`src/sv/hidfl_pkg.sv`:
```
// Shared types, constants and helper functions of the HID descriptor field locator.
// No dependencies; imported by every other file of the block except hidfl_ram.
package hidfl_pkg;

  // Sizing
  localparam int NUM_BUTTONS         = 32;
  localparam int USAGE_QUEUE_DEPTH   = 16;
  localparam int MAX_FIELDS_PER_ITEM = 64;

  localparam int NCAND = NUM_BUTTONS + 4;             // X, Y, Wheel, buttons, Pan
  localparam int KW    = $clog2(NCAND);
  localparam int QAW   = (USAGE_QUEUE_DEPTH > 1) ? $clog2(USAGE_QUEUE_DEPTH) : 1;
  localparam int QFW   = $clog2(USAGE_QUEUE_DEPTH + 1);
  localparam int RNW   = $clog2(MAX_FIELDS_PER_ITEM + 1);
  localparam int OFS_DEPTH = 256;

  // Item tags (prefix with the size bits masked off)
  localparam logic [7:0] TAG_MASK      = 8'hFC;
  localparam logic [7:0] TAG_INPUT     = 8'h80;
  localparam logic [7:0] TAG_OUTPUT    = 8'h90;
  localparam logic [7:0] TAG_COLL      = 8'hA0;
  localparam logic [7:0] TAG_FEATURE   = 8'hB0;
  localparam logic [7:0] TAG_PAGE      = 8'h04;
  localparam logic [7:0] TAG_RSIZE     = 8'h74;
  localparam logic [7:0] TAG_RID       = 8'h84;
  localparam logic [7:0] TAG_RCOUNT    = 8'h94;
  localparam logic [7:0] TAG_USAGE     = 8'h08;
  localparam logic [7:0] TAG_USAGE_MIN = 8'h18;
  localparam logic [7:0] TAG_USAGE_MAX = 8'h28;

  localparam logic [1:0] SIZE_FOUR     = 2'b11;
  localparam logic [1:0] MAIN_DATA_VAR = 2'b10;

  // Usages of interest
  localparam logic [15:0] PAGE_BUTTON = 16'h0009;
  localparam logic [31:0] USAGE_X     = 32'h0001_0030;
  localparam logic [31:0] USAGE_Y     = 32'h0001_0031;
  localparam logic [31:0] USAGE_WHEEL = 32'h0001_0038;
  localparam logic [31:0] USAGE_PAN   = 32'h000C_0238;

  localparam logic KIND_BUTTON = 1'b0;
  localparam logic KIND_AXIS   = 1'b1;

  typedef enum logic [3:0] {
    ST_IDLE,
    ST_BASE,
    ST_RANGE,
    ST_QREAD,
    ST_QPLACE,
    ST_TINIT,
    ST_TAIL,
    ST_DRAIN,
    ST_OFFS
  } state_t;

  typedef struct packed {
    logic accept;
    logic base_ld;
    logic range_step;
    logic q_step;
    logic tail_init;
    logic tail_step;
    logic drain;
    logic offs;
  } cmd_t;

  typedef struct packed {
    logic input_run;
    logic data_var;
    logic range_mode;
    logic q_none;
    logic q_empty;
    logic range_last;
    logic q_last;
    logic tail_done;
    logic stall;
    logic pend_v;
  } sts_t;

  typedef struct packed {
    logic        kind;
    logic [7:0]  index;
    logic [7:0]  rpt_id;
    logic [15:0] bit_pos;
    logic [15:0] size;
    logic        uses_ids;
  } res_t;

  typedef struct packed {
    logic       hit;
    logic       kind;
    logic [7:0] idx;
  } cls_t;

  // Map a usage to a button or an axis target
  function automatic cls_t classify(input logic [31:0] u);
    cls_t c;
    c = '0;
    if (u[31:16] == PAGE_BUTTON) begin
      c.kind = KIND_BUTTON;
      c.idx  = 8'(u[15:0] - 16'd1);
      c.hit  = (u[15:0] != 16'd0) && (u[15:0] <= 16'(NUM_BUTTONS));
    end else begin
      c.kind = KIND_AXIS;
      case (u)
        USAGE_X:     begin c.hit = 1'b1; c.idx = 8'd0; end
        USAGE_Y:     begin c.hit = 1'b1; c.idx = 8'd1; end
        USAGE_WHEEL: begin c.hit = 1'b1; c.idx = 8'd2; end
        USAGE_PAN:   begin c.hit = 1'b1; c.idx = 8'd3; end
        default:     c.hit = 1'b0;
      endcase
    end
    return c;
  endfunction

  // Range walk candidates in ascending usage order
  function automatic logic [31:0] cand(input logic [KW-1:0] k);
    logic [31:0] r;
    if (k == KW'(0))      r = USAGE_X;
    else if (k == KW'(1)) r = USAGE_Y;
    else if (k == KW'(2)) r = USAGE_WHEEL;
    else if (k == KW'(NCAND - 1)) r = USAGE_PAN;
    else r = {PAGE_BUTTON, 16'(k) - 16'd2};
    return r;
  endfunction

endpackage

```
`src/sv/hidfl_ctrl.sv`:
```
// Controller of the HID descriptor field locator: sequences byte parsing and field walks.
// Depends on hidfl_pkg.
module hidfl_ctrl
  import hidfl_pkg::*;
(
  input  logic   clk,
  input  logic   rst_n,
  input  logic   in_tvalid,
  output logic   in_tready,
  input  sts_t   sts,
  output cmd_t   cmd
);

  state_t state_r, state_nxt;

  // State register
  always_ff @(posedge clk) begin
    if (!rst_n) begin
      state_r <= ST_IDLE;
    end else begin
      state_r <= state_nxt;
    end
  end

  // Next state
  always_comb begin
    state_nxt = state_r;
    case (state_r)
      ST_IDLE: begin
        if (in_tvalid && sts.input_run) state_nxt = ST_BASE;
      end
      ST_BASE: begin
        if (!sts.data_var)      state_nxt = ST_OFFS;
        else if (sts.range_mode) state_nxt = ST_RANGE;
        else if (sts.q_none)    state_nxt = ST_OFFS;
        else if (sts.q_empty)   state_nxt = ST_TINIT;
        else                    state_nxt = ST_QREAD;
      end
      ST_RANGE: begin
        if (!sts.stall && sts.range_last) state_nxt = ST_TINIT;
      end
      ST_QREAD: state_nxt = ST_QPLACE;
      ST_QPLACE: begin
        if (!sts.stall) state_nxt = sts.q_last ? ST_TINIT : ST_QREAD;
      end
      ST_TINIT: state_nxt = ST_TAIL;
      ST_TAIL: begin
        if (sts.tail_done) state_nxt = ST_DRAIN;
      end
      ST_DRAIN: begin
        if (!sts.pend_v) state_nxt = ST_OFFS;
      end
      ST_OFFS: state_nxt = ST_IDLE;
      default: state_nxt = ST_IDLE;
    endcase
  end

  // Commands
  always_comb begin
    cmd       = '0;
    in_tready = 1'b0;
    case (state_r)
      ST_IDLE: begin
        in_tready  = 1'b1;
        cmd.accept = in_tvalid;
      end
      ST_BASE:   cmd.base_ld    = 1'b1;
      ST_RANGE:  cmd.range_step = 1'b1;
      ST_QREAD:  cmd            = '0;
      ST_QPLACE: cmd.q_step     = 1'b1;
      ST_TINIT:  cmd.tail_init  = 1'b1;
      ST_TAIL:   cmd.tail_step  = 1'b1;
      ST_DRAIN:  cmd.drain      = 1'b1;
      ST_OFFS:   cmd.offs       = 1'b1;
      default:   cmd            = '0;
    endcase
  end

endmodule

```
`config.mk`:
```
export PLATFORM = sky130hd
export DESIGN_NAME = hidfl_ctrl
export DESIGN_NICKNAME = d
export VERILOG_FILES = /design/src/sv/hidfl_pkg.sv /design/src/sv/hidfl_ctrl.sv
export SDC_FILE = /design/constraint.sdc
export NUM_CORES = 1
export LEC_CHECK = 0
export BUFFER_PORTS_ARGS = -buffer_cell sky130_fd_sc_hd__buf_2
export CAP_MARGIN = 40
export CORE_AREA = 2 2 39 41
export DETAILED_ROUTE_END_ITERATION = 16
export DIE_AREA = 0 0 41 43
export GPL_TIMING_DRIVEN = 0
export SLEW_MARGIN = 20
export SYNTH_ARGS = -nofsm -noshare
export SYNTH_HDL_FRONTEND = slang
export SYNTH_SLANG_ARGS = --single-unit
export TNS_END_PERCENT = 10
```
`constraint.sdc`:
```
create_clock -name clk -period 2.9 [get_ports clk]
set_input_delay 0.435 -clock clk [delete_from_list [all_inputs] [get_ports clk]]
set_output_delay 0.435 -clock clk [all_outputs]
set_load 0.01 [all_outputs]
```
==> out/qor.txt <==
IO Port Bufs -> 21
Crit. End Element -> output pin
Synthesized Nets -> 68
Async S/R FF share, synth -> 0%
Yosys cell types -> 34
Place WS -> 1.24 ns
Routed len/inst -> 11.0 µm
Antenna Violating Nets Remaining -> 0
Final worst slack -> 1.01 ns
Worst clock skew -> 0.00626 ns
Placement Cell Area -> 552 µm²
Area Overhead vs Synth -> 34.6%
Layout Cells excl Fill -> 95
Hold crit path type -> in -> reg
ANT cells -> 0
Vias in the first global route -> 410
Hold Fails Final Rpt -> 0
Outcome -> completed
RSZ-0062 raised after global routing -> false
Pwr/cell area -> 892 nW/µm²
Largest Register -> state_r
Nets@finish -> 94
Prevailing post-synth register cell -> dfxtp_1
Overall Global Routing Usage -> 13.1%
H-Tree Depth -> 1
Largest regs -> state_r: 4 flops
Worst EP arrival -> 1.46 ns
Synth Register Bits -> 4
Worst Path Buf+Inv -> 2
Power Total -> 0.513 mW
Final min period -> 1.89 ns
Largest net degree at the start of global routing -> 11
Syn_area_per_cell -> 7.76 µm²
IR drop worst, VDD -> 0.318 mV
Setup violations, final -> 0
Type of origin of the critical path -> register
Setup_tns -> 0 ns
Leakage power -> 0.267 nW
CP cell instances -> buf_2 > nor4_2 > and2_1 > buf_2
Clock buffer depth -> 2
Clock root cell -> clkbuf_4
Max Cap Viol -> 0
Yosys Warn Count -> 0
Tcrit/Tclk final -> 65.2%
Clk slew on worst S/H paths -> 0.03 ns
Sequential area share after synthesis -> 18.8%
Hold buffer count at CTS -> 0
Global-route wire length before repair -> 1590 µm
CP max FO -> 10
Clock network power share -> 13.1%
Die Ht -> 43 µm
Seq pwr share -> 17.3%
Max reg flops -> 4
WP data required -> 2.47 ns
Slowest stage delay, CP -> 0.44 ns
Cts bufs inserted -> 3
Remaining DRCs -> 0
Initial Utilization -> 30.8%
DR vias/cell -> 5.25
Number of core rows -> 14
Synth Cell Area -> 427 µm²
DPL Wire Length -> 781 µm
Initial antenna violation count -> 0
Cell Int Power -> 0.281 mW
Slew @ Worst Pin -> 0.407 ns
CP max stage cell -> nor4_2
CTS tree -> yes
Worst path top cell family by delay -> simple AND/OR/NAND/NOR gates
CP Class -> reg -> out
Switching power -> 0.232 mW
Placed Cells -> 92
Max transition margin -> 72.6%
Reg2Reg Depth -> 5
Initial DRC Count -> 4
Synth Instances -> 55
Number of synthesized flops with an enable pin -> 0
Final GP Congestion -> 0.792
Fraction of layout cells with a size suffix above 1 -> 44.3%
Core ar. -> 1380 µm²
Clk_lat worst skew -> 0.23 ns
Sw Ratio -> 45.2%
CTS resizes -> 0
WL final -> 1050 µm
Fin area -> 574 µm²
Die area -> 1760 µm²
IO Pins -> 22
Hold-critical path depth -> 3
Setup repair bufs after CTS -> 0
Num Clock Sinks -> 4
Combinational power share -> 69.6%
1st-pass router iterations -> 4
Achievable Freq -> 528 MHz
Crit path depth -> 4
Grt ovf -> 0
Via count -> 499
CP dominant cell by count -> buf_2
Die width -> 41 µm
Fin. max-slew vios -> 0
[through the flow]
step,hold slack [ns],utilization (%)
after floorplan,0.571,-
after global placement,0.642,39.9
after detailed placement,0.644,39.9
after CTS,0.466,41.5
after global routing,0.487,41.5
final,0.476,41.5
[Yosys cell counts (2+ instances only)]
| master | count | area, µm² |
|---|---|---|
| a21oi_1 | 4 | 20.0 |
| and2_1 | 2 | 12.5 |
| buf_2 | 3 | 15.0 |
| dfxtp_1 | 4 | 80.1 |
| inv_1 | 5 | 18.8 |
| nand2_1 | 3 | 11.3 |
| nor3_1 | 2 | 10.0 |
| nor3b_1 | 2 | 15.0 |
| nor4_2 | 2 | 25.0 |
| o21ai_0 | 4 | 20.0 |
[layer usage]
metal,share of wire (%),track usage [%],up-vias,routed length [µm]
li1,-,-,260,-
met1,46,17.4,215,479
met2,44,19.1,24,458
met3,10,6.28,0,107
met4,0,2.00,0,0
met5,0,0,-,0
[layout make-up]
| cell class | instances | area (µm²) |
|---|---|---|
| inverter | 6 | 22.5 |
| multi-input combinational | 40 | 293 |
| sequential | 4 | 80.1 |
| tap | 16 | 20.0 |
| buffer | 5 | 31.3 |
| timing repair buffer | 21 | 105 |
| clock buffer | 3 | 22.5 |
| fill | 151 | 810 |
[worst paths after layout]
kind / startpoint / endpoint / slack [ns]
setup / recovery: state_r[0] / cmd[7] / 1.01
hold / removal: sts[0] / state_r[0] / 0.48
setup reg to reg: state_r[1] / state_r[1] / 1.36
hold reg to reg: state_r[2] / state_r[2] / 0.65
[power groups by stage]
stage          Sequential, mW  Clock (mW)  Combinational, mW
6_report               0.0885      0.0673              0.357
2_1_floorplan          0.0852           0              0.269
5_1_grt                0.0897      0.0738              0.397
4_1_cts                0.0888      0.0713              0.357
3_5_place_dp           0.0892           0              0.356
3_3_place_gp           0.0894           0              0.355
[worst register-to-register path, cell delays in order (launching register included)]
cell	delay (ns)
dfxtp_1	0.32
buf_2	0.18
or2_2	0.33
a32oi_2	0.26
a21oi_1	0.10
a311oi_1	0.26
[cell usage in the layout, fill, tap and decap left out, types with 2 or more instances in the layout]
cell type / n
nor3_1: 2
nand2_1: 3
buf_2: 24
clkbuf_4: 3
o21ai_0: 4
inv_1: 5
nor4_2: 2
and2_1: 2
nor3b_1: 2
a21oi_1: 4
dfxtp_1: 4
[cells by family (layout without fill, tap and decap cells)]
| logic type | after synthesis | count (layout) | synth area share, % |
|---|---|---|---|
| simple gates | 22 | 22 | 38.1 |
| compound gates | 18 | 18 | 30.5 |
| buf+inv | 11 | 35 | 12.6 |
| flops | 4 | 4 | 18.8 |
Power figures use the tool's default switching activity.
